`src/rtl/ffca_pkg.sv`:
```
`timescale 1ns / 1ps
// ----------------------------------------------------------------------------
// ffca_pkg: shared definitions of the first-fit contiguous allocator
// Field widths, cell geometry and the structs that run along the cell chain.
// ----------------------------------------------------------------------------
package ffca_pkg;

  // Widths of the transaction fields
  localparam int LEN_W = 11;
  localparam int IDX_W = 10;

  // Free map bits held by one cell, and the width of a bit offset in a cell
  localparam int CELL_W  = 16;
  localparam int CELL_IW = $clog2(CELL_W);

  // Default map size and the block count after reset
  localparam int                 FFCA_MAX_BLOCKS = 1024;
  localparam logic [LEN_W-1:0]   DISK_BLOCKS_RST = 11'd1024;

  // Broadcast from the controller to every cell
  typedef struct packed {
    logic             set;      // mark set_pos free
    logic [LEN_W-1:0] set_pos;
    logic             clr;      // mark [clr_lo, clr_hi) used
    logic [LEN_W-1:0] clr_lo;
    logic [LEN_W:0]   clr_hi;
    logic [LEN_W-1:0] len;      // requested run length of the scan
    logic [LEN_W-1:0] lim;      // usable block count
  } ffca_bcast_t;

  // Scan token handed from cell to cell
  typedef struct packed {
    logic             act;      // token present
    logic             found;    // a run was found upstream
    logic [LEN_W-1:0] run;      // free blocks ending at the previous cell
    logic [LEN_W-1:0] start;    // start of the found run
  } ffca_tok_t;

endpackage

```
`src/rtl/ffca_cell.sv`:
```
`timescale 1ns / 1ps
// ----------------------------------------------------------------------------
// ffca_cell: one slice of the free map
// Holds CELL_W free bits starting at block BASE, applies set and clear
// broadcasts, and advances the scan token by one cell per cycle.
// ----------------------------------------------------------------------------
module ffca_cell import ffca_pkg::*; #(
  parameter int BASE = 0
) (
  input  logic        clk_i,
  input  logic        rst_ni,
  input  ffca_bcast_t bc_i,
  input  ffca_tok_t   tok_i,
  output ffca_tok_t   tok_o
);

  localparam int POS_W = LEN_W + 1;

  logic [CELL_W-1:0]  map_q, map_d;
  logic [CELL_W-1:0]  avail;
  logic [CELL_W-1:0]  hit;
  logic               hit_any;
  logic [CELL_IW-1:0] hit_idx;
  logic [LEN_W-1:0]   start_new;
  logic [LEN_W-1:0]   run_new;
  ffca_tok_t          tok_q, tok_d;

  function automatic logic [POS_W-1:0] pos_of(input int i);
    return POS_W'(BASE + i);
  endfunction

  function automatic logic reach_of(input int i);
    return (BASE + i) < (1 << LEN_W);
  endfunction

  // Availability of each bit, plus set and clear updates
  always_comb begin
    logic [CELL_W-1:0] set_hit;
    logic [CELL_W-1:0] clr_hit;
    logic [POS_W-1:0]  pos;
    set_hit = '0;
    clr_hit = '0;
    for (int i = 0; i < CELL_W; i++) begin
      pos        = pos_of(i);
      avail[i]   = map_q[i] && reach_of(i) && (pos < {1'b0, bc_i.lim});
      set_hit[i] = bc_i.set && reach_of(i) && (pos == {1'b0, bc_i.set_pos});
      clr_hit[i] = bc_i.clr && reach_of(i) && (pos >= {1'b0, bc_i.clr_lo})
                   && (pos < bc_i.clr_hi);
    end
    map_d = (map_q | set_hit) & ~clr_hit;
  end

  // Find, for each bit, whether a run of the requested length ends there
  always_comb begin
    logic [CELL_W-1:0] lowm;
    logic [CELL_W-1:0] winm;
    logic [POS_W-1:0]  sum;
    logic              pre_hit;
    logic              loc_hit;
    for (int i = 0; i < CELL_W; i++) begin
      lowm    = {CELL_W{1'b1}} >> (CELL_W - 1 - i);
      sum     = {1'b0, tok_i.run} + POS_W'(i + 1);
      pre_hit = ((avail & lowm) == lowm) && (sum >= {1'b0, bc_i.len});
      loc_hit = 1'b0;
      for (int k = 1; k <= CELL_W; k++) begin
        if (k <= i + 1) begin
          winm = {CELL_W{1'b1}} >> (CELL_W - k);
          winm = winm << (i - k + 1);
          if ((bc_i.len == LEN_W'(k)) && ((avail & winm) == winm)) begin
            loc_hit = 1'b1;
          end
        end
      end
      hit[i] = pre_hit || loc_hit;
    end
  end

  // Pick the lowest ending bit and the free tail handed to the next cell
  always_comb begin
    logic             zero_seen;
    logic [LEN_W-1:0] tail;
    hit_any   = 1'b0;
    hit_idx   = '0;
    zero_seen = 1'b0;
    tail      = '0;
    for (int i = 0; i < CELL_W; i++) begin
      if (hit[i] && !hit_any) begin
        hit_any = 1'b1;
        hit_idx = CELL_IW'(i);
      end
    end
    for (int i = CELL_W - 1; i >= 0; i--) begin
      if (!avail[i] && !zero_seen) begin
        zero_seen = 1'b1;
        tail      = LEN_W'(CELL_W - 1 - i);
      end
    end
    run_new   = zero_seen ? tail : (tok_i.run + LEN_W'(CELL_W));
    start_new = LEN_W'(BASE + 1) + LEN_W'(hit_idx) - bc_i.len;
  end

  // Advance the token
  always_comb begin
    tok_d       = tok_i;
    tok_d.run   = run_new;
    if (tok_i.act && !tok_i.found && hit_any) begin
      tok_d.found = 1'b1;
      tok_d.start = start_new;
    end
  end

  // Hold the map slice and the token stage
  always_ff @(posedge clk_i or negedge rst_ni) begin
    if (!rst_ni) begin
      map_q <= '0;
      tok_q <= '0;
    end else begin
      map_q <= map_d;
      tok_q <= tok_d;
    end
  end

  assign tok_o = tok_q;

endmodule

```
`config.mk`:
```
export PLATFORM = sky130hd
export DESIGN_NAME = ffca_cell
export DESIGN_NICKNAME = d
export VERILOG_FILES = /design/src/rtl/ffca_pkg.sv /design/src/rtl/ffca_cell.sv
export SDC_FILE = /design/constraint.sdc
export NUM_CORES = 1
export LEC_CHECK = 0
export CELL_PAD_IN_SITES_DETAIL_PLACEMENT = 0
export CELL_PAD_IN_SITES_GLOBAL_PLACEMENT = 1
export CORE_AREA = 3 3 167 169
export DETAILED_ROUTE_END_ITERATION = 10
export DIE_AREA = 0 0 170 172
export DONT_BUFFER_PORTS = 1
export PLACE_DENSITY_LB_ADDON = 0.1
export SETUP_SLACK_MARGIN = 0.05
export SYNTH_ARGS = -nofsm -noshare
export SYNTH_HDL_FRONTEND = slang
export SYNTH_SLANG_ARGS = --single-unit
```
`constraint.sdc`:
```
create_clock -name clk_i -period 12.9 [get_ports clk_i]
set_input_delay 0.645 -clock clk_i [delete_from_list [all_inputs] [get_ports clk_i]]
set_output_delay 0.645 -clock clk_i [all_outputs]
set_load 0.03 [all_outputs]
```
==> impl_results.md, run 1 <==
* DRC viols at 0
* Bufs on Longest Clock Path at 2
* Bufs and invs on worst path at 2
* Sequential share of the synthesized area at 10.9%
* Outcome: finished clean
* Yosys warns at 0
* Post-route cell area at 9660 µm²
* CP peak stage delay at 640 ps
* Startpoint types: input port
* PwrDens at 48.9 nW/µm²
* Share of cells above drive strength 1 at 4.43%
* Port bufs at 0
* Dpl ws at 6380 ps
* Reg2reg start: map_q[11]
* Setup_tns at 0 ps
* Post-synth EDFFs at 0
* Worst VDD drop at 0.0000390 V
* Vias in the first global route at 9466
* Antenna violations before repair at 0
* Avg WL per Cell at 25.5 µm
* Cell Area, Synth at 9190 µm²
* Clock transition at the registers of the reported paths at 50 ps
* CP required at 13070 ps
* Final hold slack at 52.2 ps
* CP delay by family, top: simple AND/OR/NAND/NOR gates
* Final period util at 49.1%
* Area occupied by multi-input gates at 7740 µm²
* Yosys top cell by area: ha_1
* CTS tree: yes
* Initial drt markers at 845
* Placer Congestion at 0.968
* Site Rows at 60
* Async SR Flop Fraction at 100%
* Top FF cell, synth: dfrtp_1
* Worst Path Class, Setup: input port to register
* Min cycle time layout at 6340 ps
* Io pins at 108
* ANT nets after route at 0
* Area Overhead vs Synth at 5.12%
* Die area at 29200 µm²
* Top cells by area, synth: ha_1 (23%), dfrtp_1 (11%), a21oi_1 (6.9%), xnor2_1 (6.7%), xor2_1 (5.2%)
* Synthesized Nets at 1478
* Area after DPL at 9540 µm²
* # fillers at 2935
* Final Worst Setup Slack at 6560 ps
* First-pass GRT wire length at 59600 µm
* Drt first pass iters at 6
* RR Endpoint: tok_o[6]
* FF+latch area at 1000 µm²
* Setup crit end: tok_o[9]
* Hold Path Class: input port to asynchronous set/reset pin
* Post-cts resize count at 0
* Hold violation count in the final report at 0
* Via count at 9617
* Final WL at 39200 µm
* GRT overflow at 0
* Synth unique cells at 77
* Leakage at 4.08 nW
* Setup violators final at 0
* CP Cell Sequence: ha_1 -> nand4_1 -> nor2_1 -> xor2_1 -> ha_1 -> a21o_1 -> a21oi_1 -> o311ai_0 -> a221oi_2 -> o211ai_1 -> nor3_1 -> nand3_2 -> or4_1 -> o211ai_1 -> ha_1 -> ha_1 -> inv_1 -> fa_1 -> inv_1 -> a21o_1 -> a21oi_1 -> nor3_1 -> xnor2_1 -> mux2_1
* Die height at 172 µm
* Root buf cell: clkbuf_16
* Max-slew headroom at 26.8%
* Setup crit end kind: register
* Total track usage at 26.5%
* CP max-delay cell: ha_1
* Area fraction of the dominant cell type after synthesis at 22.7%
* Hold-fix buffers, CTS at 0
* Core ar. at 26700 µm²
* RSZ-0062 raised after global routing: no
* Max Cap Viol at 0
* Clk_skew at 6.30 ps
* Antenna cells at 0
* Post-DP HPWL at 30800 µm
* Largest net degree at the start of global routing at 41
* Total CTS buffers at 5
* CP Depth at 24
* Tot Pwr at 0.472 mW
* CP Launch Point: tok_i[15]
* Reg-to-reg setup timing slack at 7890 ps
* Tightest Pin Transition at 1090 ps
* Fin. max-slew vios at 0
* Mapped Avg Cell Area at 7.50 µm²
* FF-to-FF path depth at 19
* Max FO, Critical Path at 21
* Post-Synthesis Cells at 1226
* H-tree depth at 2
* Synth Register Bits at 40
* Crit path DAT at 6510 ps
* Initial Util at 34.4%
* Clock sink count at 40
* Setup bufs post-CTS at 0
* NumNets Final at 1451
* Clk Latency, worst-skew pair at 290 ps
* Most numerous cell on the critical path: ha_1
* Max Fclk at 0.158 GHz
* Chip width at 170 µm
* Vias per inst at 6.25
-- layout make-up --
type                    count  share of cell area (%)
multi-input cells        1074                    80.1
flip-flops and latches     40                    10.4
well taps                 341                    4.42
inverters                  58                    2.25
repair buffers             20                    1.55
clock buffers               5                    1.30
-- logic make-up (layout without fill, tap and decap cells) --
logic type	Yosys count	after routing	share of synthesized area, %
AND/OR/NAND/NOR	389	389	21.2
AO/OA/AOI/OAI	381	381	26.8
flip-flops	40	40	10.9
adder cells (fa/ha/maj)	168	168	23.0
multiplexers	11	11	1.33
buffers and inverters	112	83	4.96
XOR/XNOR	125	125	11.9
-- flip-flops by register name (all words and copies together) (netlist names) --
| register | flops |
|---|---|
| map_q | 16 |
| tok_o | 24 |
-- Yosys cell counts (3+ instances only) --
cell type    n
o22ai_1      5
o221ai_1     3
o21ai_0     52
buf_2       10
buf_1        7
o21bai_1     4
a221oi_1     9
o21ai_1      4
xor2_1      55
dfrtp_1     40
a211oi_1    12
a31oi_1     40
buf_4        4
clkbuf_1    32
nand4_1     25
or3_1        4
xnor2_1     70
a21o_1      37
o211ai_1    24
a41oi_1      7
o311ai_0     3
a211o_1      3
o22a_1       3
o31ai_1      7
inv_1       58
nand2_1    107
and3_1      17
nor3_1      24
nand3_1     49
o21a_1       9
nor4_1       8
nand2b_1     9
nor2_1     101
ha_1       167
a311oi_1     5
and2_1       5
nor2b_1      8
or4_1        5
a21oi_1    126
mux2_1       9
a2111oi_0    3
nor4_2      11
-- placed cells by master, fill, tap and decap left out, types with 4 or more instances in the layout --
| cell type | synthesis | routed |
|---|---|---|
| o21a_1 | 9 | 9 |
| nand3_1 | 49 | 49 |
| o31ai_1 | 7 | 7 |
| or4_1 | 5 | 5 |
| o21ai_1 | 4 | 4 |
| a21oi_1 | 126 | 126 |
| mux2_1 | 9 | 9 |
| buf_4 | 4 | 20 |
| o211ai_1 | 24 | 24 |
| nor4_2 | 11 | 12 |
| o21bai_1 | 4 | 4 |
| a41oi_1 | 7 | 7 |
| nor4_1 | 8 | 7 |
| clkbuf_16 | 0 | 5 |
| nand2b_1 | 9 | 9 |
| a221oi_1 | 9 | 9 |
| nor2_1 | 101 | 101 |
| nor2b_1 | 8 | 8 |
| inv_1 | 58 | 58 |
| a311oi_1 | 5 | 5 |
| or3_1 | 4 | 4 |
| a21o_1 | 37 | 37 |
| a31oi_1 | 40 | 40 |
| a211oi_1 | 12 | 12 |
| nand2_1 | 107 | 107 |
| dfrtp_1 | 40 | 40 |
| xnor2_1 | 70 | 70 |
| o22ai_1 | 5 | 5 |
| ha_1 | 167 | 167 |
| xor2_1 | 55 | 55 |
| and3_1 | 17 | 17 |
| nand4_1 | 25 | 25 |
| and2_1 | 5 | 5 |
| o21ai_0 | 52 | 52 |
| nor3_1 | 24 | 24 |
-- power by group --
part	internal, mW	total, mW	switching [mW]	leakage (nW)
logic	0.0912	0.222	0.131	3.49
clock network	0.0683	0.115	0.0463	0.0616
registers	0.128	0.135	0.00704	0.528
total	0.288	0.472	0.184	4.08
-- how the worst min path moves through the flow --
stage / end / cells past startpoint / slack, ps
3_3_place_gp: tok_o[17] / 0 / 350
4_1_cts: tok_o[9] / 0 / 40
2_1_floorplan: map_q[0] / 0 / 350
6_report: tok_o[17] / 0 / 50
5_1_grt: tok_o[9] / 0 / 40
3_5_place_dp: tok_o[16] / 0 / 350
-- metal layers --
layer / global-route usage [%] / wire length (µm) / vias up
met5: 0 / 0 / -
met3: 3.45 / 2850 / 62
met4: 6.74 / 1020 / 0
met2: 42.5 / 17100 / 433
li1: - / - / 4506
met1: 37.8 / 18200 / 4616
-- stage by stage --
stage                     utilization, %  instances
after CTS                           36.2       1538
after global routing                36.2       1538
after detailed placement            35.7       1533
after floorplan                        -       1226
after global placement              35.7       1533
final                               36.2       1538
No activity file was read; power rests on OpenSTA's default activity.
==> run 2, diff against run 1 <==
- clock period: 12.9 -> 5.4 ns (I/O delays scaled with it)
==> run 2 against run 1 <==
Compared with the run above:
- clock skew is 4.0 ps higher
- combinational power grew to 2.7 times the previous value
- non-clock buffer count is 105 higher
- sequential share of layout area is 0.97 points lower
- largest power group unchanged
- critical endpoint is now tok_o[7]
==> impl_results.md, run 2 (synthesized netlist as in run 1, its figures left out) <==
* Max reg flops at 24
* Tightest Pin Transition at 858 ps
* Most frequent cells in the layout: ha_1 (165), a21oi_1 (124), buf_4 (118)
* Drt first pass iters at 5
* Fin. max-slew vios at 0
* FF-to-FF path depth at 20
* Setup violators final at 0
* Vias in the first global route at 9516
* ANT nets after route at 0
* Antenna cells at 0
* DRC viols at 0
* Hold Path Origin: tok_i[15]
* Clk_skew at 10.3 ps
* Die height at 172 µm
* Chip width at 170 µm
* Min cycle time layout at 5080 ps
* CP Launch Point: tok_i[14]
* Setup_tns at 0 ps
* Root buf cell: clkbuf_16
* CP Cell Sequence: inv_1 -> ha_1 -> a21boi_0 -> xnor2_1 -> ha_1 -> a21o_1 -> a221oi_1 -> o21ai_0 -> nor3b_1 -> o2111a_1 -> a2111oi_4 -> nand2_1 -> or4_1 -> o211ai_1 -> ha_1 -> ha_1 -> inv_1 -> fa_1 -> inv_1 -> a21o_1 -> a21oi_1 -> nor3_1 -> xnor2_1 -> mux2_1
* Cell count after placement at 1635
* Hold Path Sink: tok_o[15]
* Vias per inst at 5.98
* Setup bufs post-CTS at 0
* CP peak stage delay at 530 ps
* Final WL at 40400 µm
* # fillers at 2878
* H-tree depth at 2
* Most numerous cell on the critical path: ha_1
* RR Endpoint: tok_o[10]
* Area Overhead vs Synth at 15.9%
* Post-DP HPWL at 32900 µm
* Via count at 9843
* Crit path DAT at 5240 ps
* Final period util at 94.1%
* Leakage at 4.63 nW
* Max FO, Critical Path at 15
* CP required at 5560 ps
* Outcome: finished clean
* CTS tree: yes
* CP delay by family, top: compound AO/OA/AOI/OAI gates
* Bufs on Longest Clock Path at 2
* Antenna violations before repair at 0
* Largest net degree at the start of global routing at 41
* Port bufs at 0
* GRT overflow at 0
* First-pass GRT wire length at 60100 µm
* Bufs and invs on worst path at 3
* Max Fclk at 0.197 GHz
* NumNets Final at 1556
* Clock sink count at 40
* Placer Congestion at 0.972
* Hold path cells at 1
* Initial drt markers at 870
* Die area at 29200 µm²
* Io pins at 108
* Most common cell after layout, fill and taps aside: ha_1
* Reg2reg start: map_q[5]
* Setup crit end kind: register
* Area after DPL at 10400 µm²
* Worst Path Class, Setup: input port to register
* Core ar. at 26700 µm²
* Fin cells at 1645
* RSZ-0062 raised after global routing: yes
* CP max-delay cell: or4_1
* Site Rows at 60
* Total CTS buffers at 5
* Startpoint types: input port
* Initial Util at 34.4%
* Share of cells above drive strength 1 at 13.4%
* Post-route cell area at 10700 µm²
* Total track usage at 27.0%
* Avg WL per Cell at 24.5 µm
* Worst VDD drop at 0.0000953 V
* Max-slew headroom at 42.8%
* Hold Path Class: input port to register
* PwrDens at 115 nW/µm²
* Max Cap Viol at 0
* Hold violation count in the final report at 0
* Clock transition at the registers of the reported paths at 50 ps
* Tot Pwr at 1.23 mW
* Reg-to-reg setup timing slack at 490 ps
* Clk Latency, worst-skew pair at 290 ps
==> run 2: cell types whose count changed in the layout (fill, tap and decap cells not counted), sizes merged <==
cell and change:
clkbuf +2, dlygate4sd3 +2, clkinvlp +1, buf +103
inv -1
==> run 2: stage by stage <==
stage          hold WS [ps]  util, %  worst slack (ps)
2_1_floorplan         -25.6        -               208
3_3_place_gp          -24.7     38.7             -55.5
3_5_place_dp          -24.7     38.7             -88.6
4_1_cts                5.53     39.4               186
5_1_grt                74.4     39.9              31.1
6_report               90.6     39.9               318
==> run 2: worst reg2reg max path: cells and delay by family (launching register included) <==
family,cells,cell delay (ps)
flops,1,430
compound gates,6,1390
buf+inv,3,330
xor+xnor,1,150
fa+ha+maj,2,570
simple gates,7,1640
mux,1,270
==> run 2: routing by layer <==
metal  GRT usage [%]  part of all wire, %  vias up
li1                -                    -     4709
met1            37.9                   46     4658
met2            43.3                   44      413
met3            4.82                  7.8       63
met4            6.00                  2.6        0
met5               0                    0        -
==> run 2: where the power goes <==
| part | internal [mW] | switching [mW] |
|---|---|---|
| sequential | 0.307 | 0.0160 |
| combinational | 0.264 | 0.331 |
| clock | 0.194 | 0.114 |
| total | 0.765 | 0.461 |
==> run 2: worst max-delay path by stage <==
| stage | to | slack, ps | depth (start not counted) |
|---|---|---|---|
| after floorplan | tok_o[9] | 210 | 25 |
| after global placement | tok_o[10] | -60 | 25 |
| after detailed placement | tok_o[10] | -90 | 25 |
| after CTS | tok_o[10] | 190 | 25 |
| after global routing | tok_o[7] | 30 | 27 |
| final | tok_o[7] | 320 | 24 |
==> run 2: area by class of cell <==
cell class	count	area, µm²	share of cell area, %
timing repair buffer	125	1010	9.44
clock buffer	7	153	1.43
sequential	40	1000	9.39
tap	341	427	4.00
multi-input combinational	1074	7850	73.7
inverter	58	221	2.08
==> run 2: what timing repair did <==
action                                 4_1_cts  5_1_grt
setup endpoints to repair                    0        6
resized for setup                            0       24
hold buffers                                 2        1
endpoints found under the hold margin       40        1
